`config.mk`:
```
export PLATFORM = sky130hd
export DESIGN_NAME = hid_key_report_packer
export DESIGN_NICKNAME = d
export VERILOG_FILES = /design/src/rtl/hkrp_pkg.sv /design/src/rtl/hkrp_key_cell.sv /design/src/rtl/hkrp_pair_fifo.sv /design/src/rtl/hid_key_report_packer.sv
export SDC_FILE = /design/constraint.sdc
export NUM_CORES = 1
export LEC_CHECK = 0
export ABC_AREA = 0
export BUFFER_PORTS_ARGS = -buffer_cell sky130_fd_sc_hd__buf_2
export CELL_PAD_IN_SITES_DETAIL_PLACEMENT = 2
export CELL_PAD_IN_SITES_GLOBAL_PLACEMENT = 2
export CORE_MARGIN = 2
export CORE_UTILIZATION = 45
export DETAILED_ROUTE_END_ITERATION = 10
export HOLD_SLACK_MARGIN = 0.05
export PLACE_DENSITY_LB_ADDON = 0.15
export SYNTH_ARGS = -nofsm -noshare
export SYNTH_HDL_FRONTEND = slang
export SYNTH_SLANG_ARGS = --single-unit
```
`constraint.sdc`:
```
create_clock -name clk -period 4.3 [get_ports clk]
set_input_delay 0.645 -clock clk [delete_from_list [all_inputs] [get_ports clk]]
set_output_delay 0.645 -clock clk [all_outputs]
set_load 0.005 [all_outputs]
```
`src/rtl/hkrp_pkg.sv`:
```
// Package with the shared constants, codes and types of the HID key report packer.
`default_nettype none

package hkrp_pkg;

  // Queue and report geometry.
  localparam int QUEUE_DEPTH = 64;
  localparam int REPORT_KEYS = 6;
  localparam int OUT_SLOTS   = 6;
  localparam int QIDX_W      = $clog2(QUEUE_DEPTH);
  localparam int QFILL_W     = $clog2(QUEUE_DEPTH + 1);
  localparam int CFG_IDX_W   = 1;

  // Register reset values.
  localparam logic [15:0] RESET_INTERVAL   = 16'd10;
  localparam logic [15:0] RESET_FIRST_FIRE = 16'd1010;

  typedef enum logic {
    OP_PUSH = 1'b0,
    OP_TICK = 1'b1
  } op_t;

  typedef enum logic [CFG_IDX_W-1:0] {
    REG_INTERVAL   = 1'b0,
    REG_FIRST_FIRE = 1'b1
  } reg_index_t;

  typedef enum logic {
    ST_IDLE,
    ST_PACK
  } state_t;

  typedef struct packed {
    logic [7:0] modifier;
    logic [7:0] key;
  } pair_t;

  typedef struct packed {
    logic empty;
    logic full;
  } fifo_status_t;

  typedef struct packed {
    logic clear;
    logic load;
  } cell_ctrl_t;

endpackage

`default_nettype wire

```
`src/rtl/hkrp_key_cell.sv`:
```
// One key slot of the report chain: holds a key and flags a match against the candidate.
`default_nettype none

module hkrp_key_cell (
  input  wire logic               clk,
  input  wire logic               rst,
  input  wire hkrp_pkg::cell_ctrl_t ctrl,
  input  wire logic [7:0]         cand_key,
  input  wire logic               prev_full,
  output logic                    full,
  output logic [7:0]              key,
  output logic                    hit
);
  import hkrp_pkg::*;

  // The first empty slot in the chain takes the candidate.
  always_ff @(posedge clk) begin
    if (rst) begin
      full <= 1'b0;
    end else if (ctrl.clear) begin
      full <= 1'b0;
    end else if (ctrl.load && prev_full && !full) begin
      full <= 1'b1;
    end
  end

  always_ff @(posedge clk) begin
    if (ctrl.clear) begin
      key <= 8'd0;
    end else if (ctrl.load && prev_full && !full) begin
      key <= cand_key;
    end
  end

  assign hit = full && (key == cand_key);

endmodule

`default_nettype wire

```
`src/rtl/hkrp_pair_fifo.sv`:
```
// Pair queue: a memory with head, tail and fill count; head_pair is a registered read of the head entry.
`default_nettype none

module hkrp_pair_fifo (
  input  wire logic                clk,
  input  wire logic                rst,
  input  wire logic                push,
  input  wire hkrp_pkg::pair_t     push_pair,
  input  wire logic                pop,
  output hkrp_pkg::pair_t          head_pair,
  output hkrp_pkg::fifo_status_t   status
);
  import hkrp_pkg::*;

  pair_t              mem [QUEUE_DEPTH];
  logic [QIDX_W-1:0]  head;
  logic [QIDX_W-1:0]  head_next;
  logic [QIDX_W-1:0]  tail;
  logic [QFILL_W-1:0] fill;

  function automatic logic [QIDX_W-1:0] wrap_inc(input logic [QIDX_W-1:0] idx);
    logic [QIDX_W-1:0] res;
    if (idx == QIDX_W'(QUEUE_DEPTH - 1)) begin
      res = '0;
    end else begin
      res = idx + QIDX_W'(1);
    end
    return res;
  endfunction

  assign status.empty = (fill == '0);
  assign status.full  = (fill == QFILL_W'(QUEUE_DEPTH));

  always_comb begin
    head_next = head;
    if (pop && !status.empty) begin
      head_next = wrap_inc(head);
    end
  end

  always_ff @(posedge clk) begin
    if (rst) begin
      head <= '0;
      tail <= '0;
      fill <= '0;
    end else begin
      head <= head_next;
      if (push && !status.full) begin
        tail <= wrap_inc(tail);
      end
      if (push && !status.full && !(pop && !status.empty)) begin
        fill <= fill + QFILL_W'(1);
      end else if (pop && !status.empty && !(push && !status.full)) begin
        fill <= fill - QFILL_W'(1);
      end
    end
  end

  // Write at the tail; read ahead at the next head so head_pair tracks the head.
  always_ff @(posedge clk) begin
    if (push && !status.full) begin
      mem[tail] <= push_pair;
    end
    head_pair <= mem[head_next];
  end

endmodule

`default_nettype wire

```
`src/rtl/hid_key_report_packer.sv`:
```
// Top level of the HID key report packer: control, millisecond timer and key slot chain.
//
//  Channel   Ports                                             Handshake
//  -------   -----------------------------------------------   ------------------------------
//  command   start, busy, operation, push_modifier, push_key   taken when start && !busy
//  result    done, report_modifier, key_0..key_5,              done high for one cycle
//            key_count, is_release
//  config    cfg_write, cfg_index, cfg_data                    written when cfg_write is high
//
// A push item, a tick that does not act, a tick that sends a release report and a tick
// that finds the queue empty leave busy low.
// A tick that packs a key report raises busy while the queue memory gives up one pair
// per cycle to the key slot chain, up to six keys, and then sends the report.
// The result appears in the cycle after the item finishes, for one cycle; the receiver
// cannot stall it.
// Reset is synchronous and needs no clearing pass; the queue memory is read every cycle,
// but a head pair is used only while the queue is not empty.
`default_nettype none

module hid_key_report_packer (
  input  wire logic                          clk,
  input  wire logic                          rst,
  input  wire logic                          start,
  output logic                               busy,
  input  wire logic                          operation,
  input  wire logic [7:0]                    push_modifier,
  input  wire logic [7:0]                    push_key,
  output logic                               done,
  output logic [7:0]                         report_modifier,
  output logic [7:0]                         key_0,
  output logic [7:0]                         key_1,
  output logic [7:0]                         key_2,
  output logic [7:0]                         key_3,
  output logic [7:0]                         key_4,
  output logic [7:0]                         key_5,
  output logic [2:0]                         key_count,
  output logic                               is_release,
  input  wire logic                          cfg_write,
  input  wire logic [hkrp_pkg::CFG_IDX_W-1:0] cfg_index,
  input  wire logic [15:0]                   cfg_data
);
  import hkrp_pkg::*;

  // Control state.
  state_t      state;
  state_t      state_next;
  logic [15:0] interval;
  logic [15:0] ticks;
  logic [15:0] ticks_next;
  logic        release_pending;
  logic        release_pending_next;
  logic [7:0]  last_modifier;
  logic [7:0]  last_modifier_next;
  logic [7:0]  pack_mod;
  logic [7:0]  pack_mod_next;
  logic [2:0]  take_cnt;
  logic [2:0]  take_cnt_next;

  // Queue interface.
  logic         fifo_push;
  logic         fifo_pop;
  pair_t        head_pair;
  pair_t        in_pair;
  fifo_status_t fstat;

  // Key slot chain.
  cell_ctrl_t  cell_ctrl;
  logic [7:0]  cell_key  [REPORT_KEYS];
  logic        cell_full [REPORT_KEYS];
  logic        cell_hit  [REPORT_KEYS];
  logic [REPORT_KEYS-1:0] hit_vec;
  logic        any_hit;
  logic [7:0]  slot_key  [OUT_SLOTS];

  // Result strobes.
  logic        emit_release;
  logic        emit_keys;
  logic        take;
  logic [7:0]  cur_mod;

  assign in_pair.modifier = push_modifier;
  assign in_pair.key      = push_key;

  hkrp_pair_fifo u_fifo (
    .clk       (clk),
    .rst       (rst),
    .push      (fifo_push),
    .push_pair (in_pair),
    .pop       (fifo_pop),
    .head_pair (head_pair),
    .status    (fstat)
  );

  // Each cell sees whether its left neighbor is full, so the head key lands in the
  // first free slot and keys stay in queue order.
  for (genvar c = 0; c < REPORT_KEYS; c++) begin : g_cell
    logic left_full;
    if (c == 0) begin : g_first
      assign left_full = 1'b1;
    end else begin : g_rest
      assign left_full = cell_full[c-1];
    end

    hkrp_key_cell u_cell (
      .clk       (clk),
      .rst       (rst),
      .ctrl      (cell_ctrl),
      .cand_key  (head_pair.key),
      .prev_full (left_full),
      .full      (cell_full[c]),
      .key       (cell_key[c]),
      .hit       (cell_hit[c])
    );

    assign hit_vec[c] = cell_hit[c];
  end

  assign any_hit = |hit_vec;

  // Report slots past the configured key count always read as zero.
  for (genvar s = 0; s < OUT_SLOTS; s++) begin : g_slot
    if (s < REPORT_KEYS) begin : g_used
      assign slot_key[s] = cell_key[s];
    end else begin : g_unused
      assign slot_key[s] = 8'd0;
    end
  end

  assign busy = (state == ST_PACK);

  // The first pair of a report sets the modifier that the rest must match.
  assign cur_mod = (take_cnt == 3'd0) ? head_pair.modifier : pack_mod;
  assign take    = (take_cnt < 3'(REPORT_KEYS)) && !fstat.empty &&
                   (head_pair.modifier == cur_mod) && !any_hit;

  always_ff @(posedge clk) begin
    if (rst) begin
      state           <= ST_IDLE;
      ticks           <= RESET_FIRST_FIRE;
      release_pending <= 1'b1;
      last_modifier   <= 8'd0;
      take_cnt        <= 3'd0;
    end else begin
      state           <= state_next;
      ticks           <= ticks_next;
      release_pending <= release_pending_next;
      last_modifier   <= last_modifier_next;
      take_cnt        <= take_cnt_next;
    end
  end

  always_ff @(posedge clk) begin
    pack_mod <= pack_mod_next;
  end

  // Configuration registers. The first firing time only reloads the countdown, which
  // is handled with the next-state logic below, so it needs no register of its own.
  always_ff @(posedge clk) begin
    if (rst) begin
      interval <= RESET_INTERVAL;
    end else if (cfg_write && (reg_index_t'(cfg_index) == REG_INTERVAL)) begin
      interval <= cfg_data;
    end
  end

  always_comb begin
    state_next           = state;
    ticks_next           = ticks;
    release_pending_next = release_pending;
    last_modifier_next   = last_modifier;
    pack_mod_next        = pack_mod;
    take_cnt_next        = take_cnt;
    fifo_push            = 1'b0;
    fifo_pop             = 1'b0;
    cell_ctrl            = '0;
    emit_release         = 1'b0;
    emit_keys            = 1'b0;

    unique case (state)
      ST_IDLE: begin
        if (start) begin
          if (op_t'(operation) == OP_PUSH) begin
            fifo_push = 1'b1;
          end else if (ticks > 16'd1) begin
            ticks_next = ticks - 16'd1;
          end else begin
            // Acting tick: reload the countdown, then send a release or, with pairs queued, pack keys.
            ticks_next = interval;
            if (release_pending) begin
              emit_release         = 1'b1;
              release_pending_next = 1'b0;
            end else if (!fstat.empty) begin
              cell_ctrl.clear = 1'b1;
              take_cnt_next   = 3'd0;
              state_next      = ST_PACK;
            end
          end
        end
      end
      ST_PACK: begin
        if (take) begin
          cell_ctrl.load = 1'b1;
          fifo_pop       = 1'b1;
          take_cnt_next  = take_cnt + 3'd1;
          pack_mod_next  = cur_mod;
        end else begin
          emit_keys            = 1'b1;
          last_modifier_next   = pack_mod;
          release_pending_next = 1'b1;
          state_next           = ST_IDLE;
        end
      end
      default: begin
        state_next = ST_IDLE;
      end
    endcase

    // Writing the first firing time restarts the countdown from it.
    if (cfg_write && (reg_index_t'(cfg_index) == REG_FIRST_FIRE)) begin
      ticks_next = cfg_data;
    end
  end

  // Result registers.
  always_ff @(posedge clk) begin
    if (rst) begin
      done <= 1'b0;
    end else begin
      done <= emit_release || emit_keys;
    end
  end

  always_ff @(posedge clk) begin
    if (emit_release) begin
      report_modifier <= last_modifier;
      key_0           <= 8'd0;
      key_1           <= 8'd0;
      key_2           <= 8'd0;
      key_3           <= 8'd0;
      key_4           <= 8'd0;
      key_5           <= 8'd0;
      key_count       <= 3'd0;
      is_release      <= 1'b1;
    end else if (emit_keys) begin
      report_modifier <= pack_mod;
      key_0           <= slot_key[0];
      key_1           <= slot_key[1];
      key_2           <= slot_key[2];
      key_3           <= slot_key[3];
      key_4           <= slot_key[4];
      key_5           <= slot_key[5];
      key_count       <= take_cnt;
      is_release      <= 1'b0;
    end
  end

endmodule

`default_nettype wire

```
Yosys cells after proc, flatten, opt, wreduce, memory -nomap -nowiden
Memories as Yosys holds them, arrays and structs flattened. A register that Yosys moved wholly into a read port is not among the register bits.
Cells that the tools add are included.
- word-level logic and storage cells: 159
- latch bits: 0
- memory bits (read-only): 0
- flip-flop bits (word level): 187
- memories kept: 1
- bits of input ports: 38
- RAM bits: 1024
- output and inout port bits: 62
- memory list (name ; words ; bits a word ; rd ports ; clocked after memory_dff ; write ports ; line ; source):
    u_fifo.mem ; 64 ; 16 ; 1 ; 1 ; 1 ; hkrp_pair_fifo.sv:15 ; pair_t mem [QUEUE_DEPTH];
- equality and inequality tests: 18
- muxes and demuxes: 46
- $add $sub $neg: 6
- shift operators: 0
- divide/modulo/power cells: 0
- order comparisons: 2
- multipliers: 0
- bitwise operators: 3
- reductions and logical operators: 51
- operator list (operator ; count):
    $mux W16 ; 5
    $eq A8 B8 Y1 ; 7
    $logic_and A1 B1 Y1 ; 26
    $mux W1 ; 24
    $mux W8 ; 3
    $mux W3 ; 6
    $mux W6 ; 3
    $gt A16 B1 Y1 const B ; 1
    $sub A16 B1 Y16 const B ; 1
    $mux W7 ; 2
    $add A6 B1 Y6 const B ; 2
    $eq A6 B6 Y1 const B ; 2
    $ne A2 B2 Y1 const B ; 6
    $logic_not A1 Y1 ; 11
    $reduce_bool A2 Y1 ; 4
    $add A7 B1 Y7 const B ; 1
    $eq A7 B7 Y1 const B ; 1
    $logic_not A7 Y1 ; 1
    $sub A7 B1 Y7 const B ; 1
    $pmux W3 S2 ; 1
    $reduce_and A6 Y1 ; 1
    $reduce_or A6 Y1 ; 1
    $ne A2 B1 Y1 const B ; 2
    $pmux W1 S2 ; 2
    9 further kinds ; 12

Logic depth before layout (Yosys ltp)
Gate-level depths: netlist (run 1).
- word-level depth: 11
- depth in mapped cells: 21
- mapped depth without buffers: 19

Cells and area by module
Synthesis (run 1) repeated with hierarchy kept, for this count alone.
- cells, all modules: 3907
- area total of the unflattened synthesis: 49610.1 µm²
- modules (own cells, without submodules) (module ; area each (µm²) ; times used ; seq. area each (µm²) ; cells an instance):
    hkrp_pair_fifo ; 41707.5 ; 1 ; 31450.2 ; 3072
    hid_key_report_packer ; 5297.6 ; 1 ; 2442.3 ; 583
    hkrp_key_cell ; 434.2 ; 6 ; 180.2 ; 42

Worst setup path after synthesis (run 1)
No wires, ideal clock.
- path type: input-to-reg
- from: input start
- to: register u_fifo.fill[6]
- arrival time: 3578 ps
- cell stages on the path: 12
- buffers on the path: 0
- slack: 652 ps
- setup time: 70 ps
- data required time: 4230 ps
- cell sequence: inv_1 -> a2111oi_0 -> ha_1 -> inv_1 -> fa_1 -> a21o_1 -> a21oi_1 -> o21bai_1 -> a21oi_1 -> xnor2_1 -> or3_1 -> a21oi_1
- longest elaborated chain between the ends: 6
- elaborated cells between the ends (all ways): 8
- classes of those cells: mux: 3; reduce/logical: 5
- RTL lines (what ; line ; source):
    from (decl) ; hid_key_report_packer.sv:23 ; input wire logic start,
    $mux W1 * ; hid_key_report_packer.sv:181 ; if (start) begin
    $mux W1 * ; hid_key_report_packer.sv:179 ; unique case (state)
    $logic_and A1 B1 Y1 * ; hkrp_pair_fifo.sv:51, hkrp_pair_fifo.sv:53 ;
    $logic_not A1 Y1 ; hkrp_pair_fifo.sv:53 ; end else if (pop && !status.empty && !(push && !status.full)) begin
    $logic_and A1 B1 Y1 ; hkrp_pair_fifo.sv:53 ;
    $reduce_bool A2 Y1 (no source line) ; n/a ;
    to (signal assigned) ; hkrp_pair_fifo.sv:52 ; fill <= fill + QFILL_W'(1);
    to (signal assigned) ; hkrp_pair_fifo.sv:54 ; fill <= fill - QFILL_W'(1);
    to (decl) ; hkrp_pair_fifo.sv:19 ; logic [QFILL_W-1:0] fill;
Mark *: on every way between the ends. The rest lies on a longest branch, timed or not.
A chain may end at the register's enable or synchronous reset.

Final worst setup path (run 1)
- from: register pack_mod[7]
- to: register u_fifo.head_pair[12] (netlist name)
- longest elaborated chain between the ends: 8
- RTL lines (what ; line ; source):
    from (decl) ; hid_key_report_packer.sv:54 ; logic [7:0] pack_mod;
    from (signal assigned) ; hid_key_report_packer.sv:153 ; pack_mod <= pack_mod_next;
    $mux W8 ; hid_key_report_packer.sv:132 ; assign cur_mod = (take_cnt == 3'd0) ? head_pair.modifier : pack_mod;
    $eq A8 B8 Y1 ; hid_key_report_packer.sv:134 ; (head_pair.modifier == cur_mod) && !any_hit;
    $logic_and A1 B1 Y1 ; hid_key_report_packer.sv:133 ; assign take = (take_cnt < 3'(REPORT_KEYS)) && !fstat.empty &&
    $logic_and A1 B1 Y1 ; hid_key_report_packer.sv:134 ;
    $mux W1 ; hid_key_report_packer.sv:201 ; if (take) begin
    $mux W1 ; hid_key_report_packer.sv:179 ;
    $logic_and A1 B1 Y1 ; hkrp_pair_fifo.sv:36 ; if (pop && !status.empty) begin
    $mux W6 ; hkrp_pair_fifo.sv:36 ;
No other way between the ends.

==> results_dict.tcl, run 1 <==
set metrics [dict create \
    finalCritPeriodShare 0.9801 \
    fmax_mhz 237.3 \
    drt_wl_total_um 166900 \
    synth_top_area_frac 0.6457 \
    synth_most_common_cell "edfxtp_1" \
    drtPass1Iterations 7 \
    power_mw 24.77 \
    pwr-share-clk 0.454 \
    skew_ns 0.03356 \
    fp-row-count 120 \
    drc 0 \
    startpoint "pack_mod[7]" \
    clock_path_buffers 3 \
    status "completed" \
    synth_top_family_by_area "simple AND/OR/NAND/NOR gates" \
    slew_headroom 0.08233 \
    tightest_slew_ns 1.377 \
    syn_to_final_growth_pct 17.09 \
    worstPathMaxFanout 30 \
    cts_max_level 4 \
    yosys.area_share.adder 0.003518 \
    hp-start "cfg_data[5]" \
    yosysSeqAreaShare 0.7231 \
    synth_edf_count 1040 \
    yosys.area_share.simple 0.09815 \
    slew_violations 0 \
    cp.required_ns 4.86 \
    irDropWorstVdd_uv 391.2 \
    setup_viol 0 \
    synth_area_leader_cell "edfxtp_1" \
    p_per_area_nw_per_um2 437.4 \
    clock_sinks 1227 \
    hpwl_um 103700 \
    portBuffers 99 \
    insertion_delay_ns 0.75 \
    cts_made_buffers 134 \
    synth_nets 3512 \
    clkSlewWorstSetupHoldPaths_ns 0.06 \
    via_per_inst 6.031 \
    rsz0062_at_grt "no" \
    p_switching_mw 5.318 \
    yosys_warnings 0 \
    power_frac_comb 0.022 \
    startpoint_type "register" \
    arrival_ns 4.78 \
    crit_type "register to register" \
    worst_setup_path_end_kind "register" \
    antenna_found_initial 18 \
    cts-root-buf "clkbuf_16" \
    post-route-util 0.5298 \
    start_util 0.4524 \
    yosys_register_bits 1227 \
    wl_per_cell_um 31.76 \
    grt_pass1_vias 34740 \
    drive_above_1_share 0.1567 \
    die_w_um 331.8 \
    ctsHoldBuffers 0 \
    pwr-share-seq 0.524 \
    synth.distinct_cells 68 \
    die_y_um 331.8 \
    switching_share 0.2147 \
    drt_iter0_markers 2840 \
    synth_area_um2 48370 \
    cts_tree "done" \
    hold_class "input port to register" \
    yosys-top-cells-count "1040 x edfxtp_1, 525 x nand2_1, 400 x mux2i_1, 256 x nor2_1, 187 x dfxtp_1" \
    via_count 31690 \
    gp_congestion 0.8140 \
    hold_viol 0 \
    r2r-start "pack_mod[7]" \
    overflow 0 \
    grt_pass1_wl_um 242000 \
    synthCells 3461 \
    synth-compound-area-share 0.05647 \
    muxShareOfSynthArea 0.08752 \
    antenna_left 0 \
    leakagePower_nw 20.81 \
    avgSynthCellArea_um2 13.97 \
    async_flop_share 0 \
    ioPinCount 100 \
    drv_cap 0 \
    synth_area_leaders "edfxtp_1 65%, mux2i_1 8.3%, dfxtp_1 7.7%" \
    grt_usage 0.2993 \
    fin_nets 3796 \
    ys.flop_type "edfxtp_1" \
    die_area_um2 110100 \
    synth-xor-area-share 0.01249 \
    coreArea_um2 106900 \
    period_needed_ns 4.214 \
    grt_max_degree 67 \
    p_int_mw 19.45 \
]
## layout make-up
type | instances | area [um^2]
repair buffers | 353 | 2977
clock buffers | 166 | 3526
multi-input cells | 2016 | 12700
inverters | 13 | 48.80
fillers | 9817 | 50270
flip-flops and latches | 1227 | 34980
diodes | 2 | 5.005
well taps | 1403 | 1755
clock inverters | 74 | 641.9
## per-stage QoR
step | cells | instance area [um^2] | setup slack, ns | TNS, ns | hold slack, ns
detailed placement | 5002 | 52180 | -0.3109 | -1.831 | 0.4566
finish | 5254 | 56630 | 0.08560 | 0 | 0.1479
CTS | 5247 | 56480 | 0.003123 | 0 | 0.09624
floorplan | 3461 | 48370 | 0.6516 | 0 | 0.4332
global placement | 5002 | 52180 | -0.1110 | -0.3514 | 0.4395
global route | 5252 | 56630 | 0.002629 | 0 | 0.1323
## state kept, by name, summed over array words and instances, names as in the netlist, 3 cells and up
name	flops
key_2	8
take_cnt	3
u_fifo.head_pair	16
ticks	16
key_1	8
last_modifier	8
u_fifo.fill	7
u_fifo.head	6
g_cell.u_cell.key	48
key_4	8
key_5	8
report_modifier	8
key_3	8
pack_mod	8
u_fifo.mem	1024
g_cell.u_cell.full	6
key_count	3
interval	16
key_0	8
u_fifo.tail	6
## cell usage in the layout (no fill, tap or decap), types with 5 or more instances in the layout
master     instances
nor2b_1            8
dfxtp_1          185
nor3_1            15
buf_12            39
clkinv_1          27
nor4_2             6
clkinv_2          22
xnor2_1           17
nor2_1           256
o221ai_1           5
a211oi_1           7
o21ai_0           48
a32oi_1           36
mux2i_1          400
clkbuf_16        137
bufinv_16          9
nor4_1             5
edfxtp_1        1040
o21ai_1           25
and4_2             6
and4_1            23
nand2b_1           5
or3_1              7
nand3b_1           8
a31oi_1           68
ha_1              12
o211ai_1           6
nand2_1          524
inv_6             10
buf_2             99
a21oi_1           62
o22ai_1          127
xor2_1            51
nand4_1           51
nand3_1          147
inv_1             11
buf_4            210
mux2_2            17
clkbuf_1          29
## power by group through the flow
stage	Combinational (mW)	Clock (mW)	Sequential [mW]
floorplan	0.205	0	13.2
global placement	0.471	0	13.2
detailed placement	0.525	0	13.2
CTS	0.534	11.4	13.0
global route	0.577	11.8	13.0
finish	0.539	11.2	13.0
## path summary, 6_finish.rpt
path,end,slack (ns),cells after the start
max,u_fifo.head_pair[12],0.09,16
min,ticks[5],0.15,2
max reg2reg,u_fifo.head_pair[12],0.09,16
min reg2reg,interval[7],0.46,2
## critical path: stages, from the launching register on
cell and delay [ns]:
edfxtp_1 0.46, xor2_1 0.21, nor4_2 0.35, a31oi_1 0.13
a311o_1 0.33, nor3_4 0.20, buf_12 0.16, mux2i_4 0.25
buf_12 0.15, buf_12 0.16, buf_16 0.24, buf_12 0.20
mux2i_1 0.22, o22ai_1 0.10, o21ai_0 0.24, and4_2 0.37
nand4_1 0.19
## what timing repair did
action,in CTS,in global routing
endpoints found under the hold margin,0,0
pin swaps,2,4
gates cloned,1,1
resized for setup,14,22
setup endpoints to repair,17,18
buffers inserted,4,4
## layer usage
| layer | up-vias | global-route usage | part of all wire |
|---|---|---|---|
| li1 | 13560 | - | - |
| met1 | 16800 | 0.3784 | 0.41 |
| met2 | 1063 | 0.5263 | 0.51 |
| met3 | 261 | 0.04221 | 0.053 |
| met4 | 0 | 0.1059 | 0.033 |
| met5 | - | 0 | 0 |
## kinds of logic after synthesis
logic type               Yosys count
AO/OA/AOI/OAI                    430
buffers and inverters            218
flip-flops                      1227
adder cells (fa/ha/maj)           13
XOR/XNOR                          69
multiplexers                     419
AND/OR/NAND/NOR                 1085
Power figures use the tool's default switching activity.
==> run 2: changes to the inputs <==
==> constraint.sdc (replaced) <==
create_clock -name clk -period 4.5 [get_ports clk]
set_input_delay 0.675 -clock clk [delete_from_list [all_inputs] [get_ports clk]]
set_output_delay 0.675 -clock clk [all_outputs]
set_load 0.005 [all_outputs]
==> run 2 against run 1 <==
Compared with the run above: global-route usage up 1.2 points; fmax down 3.8%; worst setup slack better by 0.034 ns; clock power down 5%; clock skew up 0.0017 ns; via count up 0.83%; die area unchanged; design area down 0.63%; sequential share of layout area up 0.38 points; power down 4.8%; sequential cell count unchanged.
==> results_dict.tcl, run 2 (synthesized netlist as in run 1, its figures left out) <==
set metrics [dict create \
    die_w_um 331.8 \
    grt_pass1_wl_um 249600 \
    rsz0062_at_grt "no" \
    fin_nets 3774 \
    drive_above_1_share 0.1489 \
    period_needed_ns 4.380 \
    hold_class "input port to register" \
    grt_pass1_vias 35370 \
    seq_area_um2 34970 \
    drtPass1Iterations 6 \
    hpwl_um 107800 \
    leakagePower_nw 20.65 \
    cts_max_level 4 \
    grt_usage 0.3116 \
    gp_congestion 0.8400 \
    startpoint "pack_mod[5]" \
    portBuffers 99 \
    largest_register_ffs 1024 \
    worstPathMaxFanout 48 \
    fin_area_um2 56280 \
    status "completed" \
    tightest_slew_ns 1.204 \
    clkSlewWorstSetupHoldPaths_ns 0.06 \
    fin_hold_ws_ns 0.1891 \
    coreArea_um2 106900 \
    setup_viol 0 \
    crit_type "register to register" \
    wl_per_cell_um 33.08 \
    reg_top3 "u_fifo.mem: 1024 flops, g_cell.u_cell.key: 48 flops" \
    power_mw 23.57 \
    fp-row-count 120 \
    final_cell_mix "1040 x edfxtp_1, 525 x nand2_1, 400 x mux2i_1" \
    ioPinCount 100 \
    slew_violations 0 \
    final_common_cell "edfxtp_1" \
    via_per_inst 6.104 \
    fmax_mhz 228.3 \
    dpl_cell_area_um2 52010 \
    antenna_found_initial 9 \
    multi_input_area_um2 12650 \
    irDropWorstVdd_uv 399.9 \
    fill_cells 9852 \
    cts_tree "done" \
    top_register "u_fifo.mem" \
    arrival_ns 4.94 \
    start_util 0.4524 \
    via_count 31950 \
    cp.required_ns 5.06 \
    r2r_end "u_fifo.head_pair[10]" \
    worst_setup_path_end_kind "register" \
    clock_sinks 1227 \
    hp-start "cfg_data[5]" \
    regToRegSetupSlack_ns 0.12 \
    cts-root-buf "clkbuf_16" \
    slew_headroom 0.1972 \
    grt_max_degree 74 \
    p_per_area_nw_per_um2 418.8 \
    drt_wl_total_um 173100 \
    die_y_um 331.8 \
    syn_to_final_growth_pct 16.36 \
    clock_path_buffers 3 \
    ctsHoldBuffers 0 \
    r2r-start "pack_mod[5]" \
    antenna_left 0 \
    overflow 0 \
    insertion_delay_ns 0.76 \
    post-route-util 0.5265 \
    cts_made_buffers 133 \
    hold_viol 0 \
    crit_end "u_fifo.head_pair[10]" \
    die_area_um2 110100 \
    drc 0 \
    drt_iter0_markers 2632 \
    finalCritPeriodShare 0.9734 \
    rr_worst_depth 14 \
    startpoint_type "register" \
    skew_ns 0.03526 \
    drv_cap 0 \
]
[run 2: cell count changes in the layout (fill, tap and decap cells not counted), sizes merged]
cell      change
bufbuf        -1
diode         +1
clkinv        -5
bufinv        -6
inv           -6
buf          -20
clkbuf       +18
clkinvlp      -1
[run 2: worst max-delay path, cell delays in order, from the launching register on]
cell      delay [ns]
edfxtp_1        0.47
xor2_1          0.21
nor4_2          0.39
a31oi_1         0.16
a311o_1         0.36
nor3_4          0.24
buf_12          0.18
mux2i_4         0.31
buf_12          0.24
buf_16          0.32
mux2i_1         0.25
o22ai_1         0.15
o21ai_1         0.24
and4_1          0.39
nand4_1         0.23
[run 2: cell type report]
cell class	instances	share of cell area
well taps	1403	0.03119
clock buffers	184	0.06641
diodes	3	0.0001334
flip-flops and latches	1227	0.6215
inverters	13	0.0008671
multi-input cells	2016	0.2248
repair buffers	332	0.04804
clock inverters	56	0.007114
[run 2: power breakdown]
part           switching (mW)  internal (mW)  total (mW)
sequential             0.0499           12.4        12.4
clock                    4.64           5.99        10.6
combinational           0.400          0.131       0.531
total                    5.09           18.5        23.6
[run 2: worst min path at each step]
stage	end	slack, ns	depth (start not counted)
floorplan	interval[10]	0.43	2
global placement	interval[10]	0.44	2
detailed placement	interval[12]	0.45	2
CTS	ticks[5]	0.14	2
global route	ticks[9]	0.17	2
finish	ticks[5]	0.19	2
[run 2: what timing repair did]
action,CTS,global route
cloned,0,1
resized for setup,4,20
buffers inserted,0,2
pin swaps,0,2
setup endpoints to repair,9,12
[run 2: layer usage]
| layer | global-route usage | routed length [um] | up-vias |
|---|---|---|---|
| li1 | - | - | 13520 |
| met1 | 0.3804 | 67920 | 16940 |
| met2 | 0.5402 | 87820 | 1124 |
| met3 | 0.05266 | 9599 | 358 |
| met4 | 0.1455 | 7740 | 8 |
| met5 | 0 | 55 | - |
[run 2: metrics by stage]
step | instances | TNS [ns] | worst slack, ns
3_5_place_dp | 4989 | -0.1876 | -0.1876
3_3_place_gp | 4989 | 0 | 0.04991
6_report | 5234 | 0 | 0.1198
5_1_grt | 5231 | 0 | 0.002336
2_1_floorplan | 3461 | 0 | 0.8216
4_1_cts | 5228 | 0 | 0.0008109
